--- src/rtl/core/tcw_pkg.sv ---
// ----------------------------------------------------------------------------
// tcw_pkg
// Shared types and constants of the text console writer: character codes,
// register indexes, stream widths and the controller/datapath link structs.
// ----------------------------------------------------------------------------
`default_nettype none

package tcw_pkg;

    // Field widths
    localparam int CHAR_W     = 8;
    localparam int ATTR_W     = 8;
    localparam int CELL_W     = 16;
    localparam int INDEX_W    = 11;
    localparam int OUT_COL_W  = 7;
    localparam int OUT_LINE_W = 5;

    // Stream packing
    localparam int S_DATA_W = 24;  // char_code, cell_index, zero pad
    localparam int M_DATA_W = 32;  // cursor_column, cursor_line, cell_data, zero pad
    localparam int M_PAD_W  = M_DATA_W - OUT_COL_W - OUT_LINE_W - CELL_W;

    // Configuration port
    localparam int CFG_INDEX_W = 4;
    localparam logic [CFG_INDEX_W-1:0] REG_TEXT_ATTR  = 4'd0;
    localparam logic [CFG_INDEX_W-1:0] REG_BLANK_ATTR = 4'd1;
    localparam logic [ATTR_W-1:0] TEXT_ATTR_RESET  = 8'h0E;
    localparam logic [ATTR_W-1:0] BLANK_ATTR_RESET = 8'h0F;

    // Actions
    localparam logic ACT_PUT  = 1'b0;
    localparam logic ACT_READ = 1'b1;

    // Character codes
    localparam logic [CHAR_W-1:0] CH_BS    = 8'h08;
    localparam logic [CHAR_W-1:0] CH_HT    = 8'h09;
    localparam logic [CHAR_W-1:0] CH_LF    = 8'h0A;
    localparam logic [CHAR_W-1:0] CH_CR    = 8'h0D;
    localparam logic [CHAR_W-1:0] CH_SPACE = 8'h20;
    localparam logic [CHAR_W-1:0] CH_PRINT_LO = 8'h20;
    localparam logic [CHAR_W-1:0] CH_PRINT_HI = 8'h7F;

    // Controller -> datapath commands
    typedef struct packed {
        logic load_item;   // capture the input beat
        logic exec_put;    // apply a character: cursor update, cell write
        logic exec_read;   // issue a screen read
        logic clr_step;    // write one zero cell of the reset sweep
        logic blank_step;  // write one blank cell of the bottom row
        logic load_out;    // move the result into the output register
    } tcw_cmd_t;

    // Datapath -> controller status
    typedef struct packed {
        logic is_read;     // latched item is a read
        logic scroll;      // applying the latched put scrolls the screen
        logic clr_last;    // reset sweep is at its last cell
        logic blank_last;  // blank sweep is at its last cell
        logic out_free;    // output register can take a result
    } tcw_stat_t;

endpackage

`default_nettype wire

--- src/rtl/core/tcw_ctrl.sv ---
// ----------------------------------------------------------------------------
// tcw_ctrl
// Sequencer of the text console writer: reset sweep, item accept, execute,
// row blanking after a scroll, and hand-off to the output register.
// ----------------------------------------------------------------------------
`default_nettype none

module tcw_ctrl (
    input  wire logic              aclk,
    input  wire logic              aresetn,
    input  wire logic              s_tvalid,
    output logic                   s_tready,
    input  wire tcw_pkg::tcw_stat_t stat,
    output tcw_pkg::tcw_cmd_t      cmd
);

    typedef enum logic [2:0] {
        ST_CLEAR,
        ST_IDLE,
        ST_EXEC,
        ST_BLANK,
        ST_DONE
    } state_t;

    state_t state_reg;
    state_t state_next;

    always_comb begin
        state_next     = state_reg;
        cmd            = '0;
        unique case (state_reg)
            ST_CLEAR: begin
                cmd.clr_step = 1'b1;
                if (stat.clr_last) begin
                    state_next = ST_IDLE;
                end
            end
            ST_IDLE: begin
                if (s_tvalid) begin
                    cmd.load_item = 1'b1;
                    state_next    = ST_EXEC;
                end
            end
            ST_EXEC: begin
                if (stat.is_read) begin
                    cmd.exec_read = 1'b1;
                    state_next    = ST_DONE;
                end else begin
                    cmd.exec_put = 1'b1;
                    state_next   = stat.scroll ? ST_BLANK : ST_DONE;
                end
            end
            ST_BLANK: begin
                cmd.blank_step = 1'b1;
                if (stat.blank_last) begin
                    state_next = ST_DONE;
                end
            end
            ST_DONE: begin
                if (stat.out_free) begin
                    cmd.load_out = 1'b1;
                    state_next   = ST_IDLE;
                end
            end
            default: begin
                state_next = ST_IDLE;
            end
        endcase
    end

    always_ff @(posedge aclk) begin
        if (!aresetn) begin
            state_reg <= ST_CLEAR;
        end else begin
            state_reg <= state_next;
        end
    end

    assign s_tready = (state_reg == ST_IDLE);

endmodule

`default_nettype wire

--- config.mk ---
export PLATFORM = sky130hd
export DESIGN_NAME = tcw_ctrl
export DESIGN_NICKNAME = d
export VERILOG_FILES = /design/src/rtl/core/tcw_pkg.sv /design/src/rtl/core/tcw_ctrl.sv
export SDC_FILE = /design/constraint.sdc
export NUM_CORES = 1
export LEC_CHECK = 0
export ABC_AREA = 1
export BUFFER_PORTS_ARGS = -buffer_cell sky130_fd_sc_hd__buf_4
export CORE_AREA = 5 5 42 44
export CTS_CLUSTER_SIZE = 16
export DETAILED_ROUTE_END_ITERATION = 7
export DIE_AREA = 0 0 47 49
export PLACE_DENSITY = 0.47
export SKIP_LAST_GASP = 1
export SLEW_MARGIN = 5
export SYNTH_ARGS = -nofsm -noshare
export SYNTH_HDL_FRONTEND = slang
export SYNTH_SLANG_ARGS = --single-unit
--- constraint.sdc ---
create_clock -name aclk -period 1.2 [get_ports aclk]
set_input_delay 0.06 -clock aclk [delete_from_list [all_inputs] [get_ports aclk]]
set_output_delay 0.06 -clock aclk [all_outputs]
set_load 0.02 [all_outputs]
==> results of run 1 <==
## power groups by stage
stage | combinational, W | clock [W] | sequential (W)
3_3_place_gp | 0.000663 | 0 | 0.000212
5_1_grt | 0.000803 | 0.000197 | 0.000273
6_report | 0.000718 | 0.000183 | 0.000263
2_1_floorplan | 0.000474 | 0 | 0.000195
4_1_cts | 0.000673 | 0.000191 | 0.000227
3_5_place_dp | 0.000662 | 0 | 0.000212
## worst paths after layout
check                    start            to  slack, ns  depth (start not counted)
setup / recovery  state_reg[1]        cmd[4]       0.05                          5
hold / removal         aresetn  state_reg[1]       0.05                          3
setup reg to reg  state_reg[1]  state_reg[2]       0.16                          8
hold reg to reg   state_reg[0]  state_reg[0]       0.52                          2
## through the flow
step           util [%]  instance area (µm²)  total power [W]  hold WS, ns  setup TNS (ns)
5_1_grt            34.0                  477          0.00127       0.0594         -0.0196
6_report           34.0                  477          0.00116       0.0463               0
4_1_cts            31.6                  443          0.00109       0.0466               0
3_5_place_dp       29.1                  408         0.000874        0.307               0
2_1_floorplan         -                  283         0.000669        0.169               0
3_3_place_gp       29.1                  408         0.000875        0.296               0
## timing repair
action | CTS | global route
hold buffers | 0 | 0
endpoints found under the setup margin | 4 | 5
resized for setup | 5 | 12
pin swaps | 0 | 3
## cell usage after synthesis
library cell  count  area share, %
nand2_1          10             13
nor2_1           10             13
inv_1             8             11
dfxtp_1           3             21
nand2_2           3            6.6
nand3_1           3            5.3
nor2_2            2            4.4
a21oi_1           1            1.8
clkinv_1          1            1.3
inv_16            1            7.1
inv_2             1            1.3
nand3_2           1            3.5
nor2_4            1            4.0
nor3_1            1            1.8
o21a_1            1            2.7
o21ai_1           1            1.8
## layer usage
layer  part of all wire, %  track usage, %  wire length, µm  vias to the layer above
met5                     0               0                0                        -
met3                   7.9            3.32               53                        0
met2                    53            10.2              353                        7
met1                    39            6.58              261                      138
li1                      -               -                -                      178
met4                     0            2.76                0                        0
## worst min-delay path, delay by kind of cell
family,cells,cell delay [ns]
buffers and inverters,2,0.16
AO/OA/AOI/OAI,1,0.03
## logic make-up after synthesis
group,after synthesis,share of synthesized area [%]
and+or+nand+nor,31,52.2
buffers and inverters,11,20.4
DFF,3,21.2
AOI/OAI and AO/OA,3,6.19
## final cells by class
class,count,area share [%]
clock buffers,4,5.51
multi-input cells,34,40.4
repair buffers,14,22.8
inverters,11,12.6
flip-flops and latches,3,14.4
well taps,16,4.20
==> impl_metrics.env, run 1 <==
export IMPL_grt_max_degree=8
export IMPL_drt_total_wl_um=668
export IMPL_grt_first_pass_wirelength_mm=1.07
export IMPL_worst_ep_required_time_ns=1.14
export IMPL_num_vias=323
export IMPL_fp_dieW_um=47
export IMPL_num_antenna_cells=0
export IMPL_dpl_worst_slack_ns=0.0631
export IMPL_cpLargestDelayFamily="flip-flops"
export IMPL_clkPwrFrac_pct=15.7
export IMPL_grt_use_total_pct=6.33
export IMPL_setup_viol=0
export IMPL_numCtsBuffers=3
export IMPL_die_area_um2=2300
export IMPL_timing_hold_worst_class="primary input to flip-flop"
export IMPL_crit_chain="inv_4, nor2_4, nand2_2, nor2_2, buf_6"
export IMPL_post_cts_buffers=0
export IMPL_crit_path_max_incr_delay_ns=0.38
export IMPL_drive_gt1_share_pct=54.5
export IMPL_gp_congestion=0.647
export IMPL_status="finished, final reports clean"
export IMPL_cp_buffers_inverters=2
export IMPL_largest_register_ffs=3
export IMPL_area_growth_pct=68.6
export IMPL_ys_seq_area_share_pct=21.2
export IMPL_start_kind="flip-flop"
export IMPL_syn_nets=56
export IMPL_clock_path_buffers=2
export IMPL_core_um2=1400
export IMPL_maxSlewViolCount=0
export IMPL_period_share_pct=96.0
export IMPL_drt_pass1_iter_count=4
export IMPL_layout_commonest_cell="buf_4"
export IMPL_hold_violations=0
export IMPL_grt_setup_unrepaired="yes"
export IMPL_seqCellArea_um2=68.8
export IMPL_layout_setup_ws_ns=0.0484
export IMPL_netlist_area_um2=283
export IMPL_vias_per_cell=3.94
export IMPL_power_density_nw_per_um2=2440
export IMPL_stdcell_count=82
export IMPL_fin_crit_ns=1.15
export IMPL_fin_skew_ns=0.0102
export IMPL_cts_tree="built"
export IMPL_die_h_um=49
export IMPL_peakVddDrop_mv=1.02
export IMPL_internal_power_w=0.000595
export IMPL_worst_skew_pair_late_latency_ns=0.24
export IMPL_crit_path_max_fanout=4
export IMPL_combPwrFrac_pct=61.6
export IMPL_io_buffers=14
export IMPL_first_global_vias=298
export IMPL_htree_levels=1
export IMPL_slew_limit_headroom_pct=88.4
export IMPL_antenna_left=0
export IMPL_nets=75
export IMPL_overflow=0
export IMPL_timing_fmax_mhz=868
export IMPL_clk_pin_slew_ns=0.04
export IMPL_antenna_found_initial=0
export IMPL_worstPathArrival_ns=1.09
export IMPL_initial_core_util_pct=20.2
export IMPL_drc_errors=0
export IMPL_fillCellCount=169
export IMPL_ys_types=16
export IMPL_worst_setup_path_end_kind="output port"
export IMPL_power_switching_w=0.000570
export IMPL_static_leakage_power_nw=0.244
export IMPL_switching_share_pct=48.9
export IMPL_mostFrequentLayoutCells="buf_4, nand2_1, nor2_1"
export IMPL_dp_cells=78
export IMPL_placementRows=14
export IMPL_root_buffer="clkbuf_4"
export IMPL_clkSinkCount=3
export IMPL_drtIter0Drc=2
export IMPL_routedWlPerCell_um=8.15
export IMPL_worstMarginPinSlew_ns=0.172
export IMPL_ys_warnings_count=0
export IMPL_seq_power_share_pct=22.6
export IMPL_multi_input_area_um2=193
export IMPL_io_pins=15
export IMPL_hpwlAfterDp_um=534
export IMPL_maxCapViolCount=0
export IMPL_syn_inst=48
export IMPL_path_class="flip-flop to output port"
export IMPL_ys_seq_elements=3
export IMPL_syn_avg_cell_area_um2=5.89
export IMPL_crit_slowest_cell="dfxtp_4"
Note: power is estimated with default switching activity, not from simulation.
==> run 2: changes to the inputs <==
--- a/config.mk
+++ b/config.mk
@@ -8,10 +8,13 @@
 export ABC_AREA = 1
 export BUFFER_PORTS_ARGS = -buffer_cell sky130_fd_sc_hd__buf_4
 export CORE_AREA = 5 5 42 44
+export CTS_BUF_LIST = sky130_fd_sc_hd__clkbuf_16
 export CTS_CLUSTER_SIZE = 16
 export DETAILED_ROUTE_END_ITERATION = 7
 export DIE_AREA = 0 0 47 49
+export MAX_ROUTING_LAYER = met4
 export PLACE_DENSITY = 0.47
+export SETUP_SLACK_MARGIN = 0.05
 export SKIP_LAST_GASP = 1
 export SLEW_MARGIN = 5
 export SYNTH_ARGS = -nofsm -noshare
==> impl_metrics.env, run 2 (synthesis gave the netlist of run 1 again) <==
export IMPL_power_switching_w=0.000636
export IMPL_start_kind="flip-flop"
export IMPL_r2r_end="state_reg[1]"
export IMPL_clk_pin_slew_ns=0.03
export IMPL_core_um2=1400
export IMPL_drt_total_wl_um=717
export IMPL_dpl_worst_slack_ns=0.0631
export IMPL_setup_viol=0
export IMPL_fillCellCount=162
export IMPL_grt_first_pass_wirelength_mm=1.17
export IMPL_die_h_um=49
export IMPL_period_share_pct=94.2
export IMPL_maxCapViolCount=0
export IMPL_critPathLaunch="state_reg[1]"
export IMPL_drive_gt1_share_pct=58.0
export IMPL_htree_levels=1
export IMPL_worstRegToRegCells=7
export IMPL_power_density_nw_per_um2=2850
export IMPL_area_growth_pct=98.7
export IMPL_worst_skew_pair_late_latency_ns=0.22
export IMPL_utilization_pct=40.1
export IMPL_peakVddDrop_mv=1.38
export IMPL_hold_violations=0
export IMPL_timing_hold_worst_class="primary input to flip-flop"
export IMPL_antenna_left=0
export IMPL_die_area_um2=2300
export IMPL_fp_dieW_um=47
export IMPL_wl_met3_um=47
export IMPL_io_pins=15
export IMPL_routedWlPerCell_um=8.44
export IMPL_timing_fmax_mhz=885
export IMPL_clkSinkCount=3
export IMPL_wl_met2_um=373
export IMPL_drt_pass1_iter_count=4
export IMPL_layout_setup_ws_ns=0.0695
export IMPL_met1_length_um=297
export IMPL_gp_congestion=0.652
export IMPL_antenna_found_initial=0
export IMPL_internal_power_w=0.000966
export IMPL_crit_path_max_fanout=4
export IMPL_io_buffers=14
export IMPL_grt_use_total_pct=7.00
export IMPL_drc_errors=0
export IMPL_worst_ep_required_time_ns=1.14
export IMPL_root_buffer="clkbuf_16"
export IMPL_first_global_vias=315
export IMPL_clkPwrFrac_pct=32.7
export IMPL_cts_tree="built"
export IMPL_largest_register_ffs=3
export IMPL_switching_share_pct=39.7
export IMPL_hold_depth=3
export IMPL_crit_slowest_cell="dfxtp_4"
export IMPL_maxSlewViolCount=0
export IMPL_path_class="flip-flop to output port"
export IMPL_hpwlAfterDp_um=534
export IMPL_worst_setup_path_end_kind="output port"
export IMPL_endpoint="cmd[4]"
export IMPL_clock_path_buffers=2
export IMPL_cts_hold_buffers=0
export IMPL_worstPathArrival_ns=1.07
export IMPL_seq_power_share_pct=17.4
export IMPL_layout_commonest_cell="buf_4"
export IMPL_drtIter0Drc=4
export IMPL_fin_crit_ns=1.13
export IMPL_placementRows=14
export IMPL_num_antenna_cells=0
export IMPL_num_vias=336
export IMPL_status="finished, final reports clean"
export IMPL_timing_setup_tns_ns=0
export IMPL_mostFrequentLayoutCells="buf_4, nand2_1, inv_1, nor2_1, nand2_2"
export IMPL_grt_max_degree=8
export IMPL_crit_path_max_incr_delay_ns=0.37
export IMPL_grt_setup_unrepaired="yes"
export IMPL_static_leakage_power_nw=0.286
export IMPL_crit_chain="inv_4, nor2_4, nand2_2, nor2_2, buf_6"
export IMPL_initial_core_util_pct=20.2
export IMPL_r2r_start="state_reg[0]"
export IMPL_overflow=0
export IMPL_fin_skew_ns=0.00459
export IMPL_rrSetupSlack_ns=0.15
export IMPL_nets=78
export IMPL_vias_per_cell=3.95
export IMPL_highest_layer="met3"
export IMPL_combPwrFrac_pct=49.9
export IMPL_numCtsBuffers=3
export IMPL_slew_limit_headroom_pct=88.4
export IMPL_worstMarginPinSlew_ns=0.172
## run 2: worst min path at each step
| stage | startpoint | to | slack [ns] |
|---|---|---|---|
| after floorplan | aresetn | state_reg[1] | 0.17 |
| after global placement | aresetn | state_reg[0] | 0.30 |
| after detailed placement | aresetn | state_reg[0] | 0.31 |
| after CTS | aresetn | state_reg[1] | 0.07 |
| after global routing | aresetn | state_reg[1] | 0.08 |
| final | aresetn | state_reg[1] | 0.06 |
## run 2: worst max-delay path, delay by kind of cell, from the launching register on
kind / cells / cell delay, ns
simple gates: 3 / 0.30
flops: 1 / 0.37
buf+inv: 2 / 0.17
## run 2: power by group through the flow
| stage | combinational [W] | sequential [W] | clock (W) |
|---|---|---|---|
| floorplan | 0.000474 | 0.000195 | 0 |
| global placement | 0.000663 | 0.000212 | 0 |
| detailed placement | 0.000662 | 0.000212 | 0 |
| CTS | 0.000739 | 0.000237 | 0.000533 |
| global route | 0.000890 | 0.000287 | 0.000542 |
| finish | 0.000799 | 0.000278 | 0.000525 |
## run 2: repair_timing
action,CTS,global route
pin swaps,2,6
buffers inserted,2,1
resized for setup,7,13
endpoints found under the setup margin,5,7
## run 2: area by class of cell
| type | instances | area, µm² | share of cell area, % |
|---|---|---|---|
| inverter | 11 | 62.6 | 11.1 |
| sequential | 3 | 71.3 | 12.7 |
| clock buffer | 3 | 75.1 | 13.4 |
| clock inverter | 1 | 3.75 | 0.668 |
| tap | 16 | 20.0 | 3.56 |
| multi-input combinational | 34 | 198 | 35.2 |
| timing repair buffer | 17 | 131 | 23.4 |
## run 2: metrics by stage
| stage | instance area, µm² | cells | hold slack [ns] | power (W) |
|---|---|---|---|---|
| 2_1_floorplan | 283 | 48 | 0.169 | 0.000669 |
| 3_3_place_gp | 408 | 78 | 0.296 | 0.000875 |
| 3_5_place_dp | 408 | 78 | 0.307 | 0.000874 |
| 4_1_cts | 515 | 84 | 0.0683 | 0.00151 |
| 5_1_grt | 562 | 85 | 0.0803 | 0.00172 |
| 6_report | 562 | 85 | 0.0621 | 0.00160 |
## run 2: routing by layer
layer,track usage (%),vias to the layer above
li1,-,182
met1,7.24,147
met2,11.1,7
met3,3.32,0
met4,2.76,0
met5,-,-
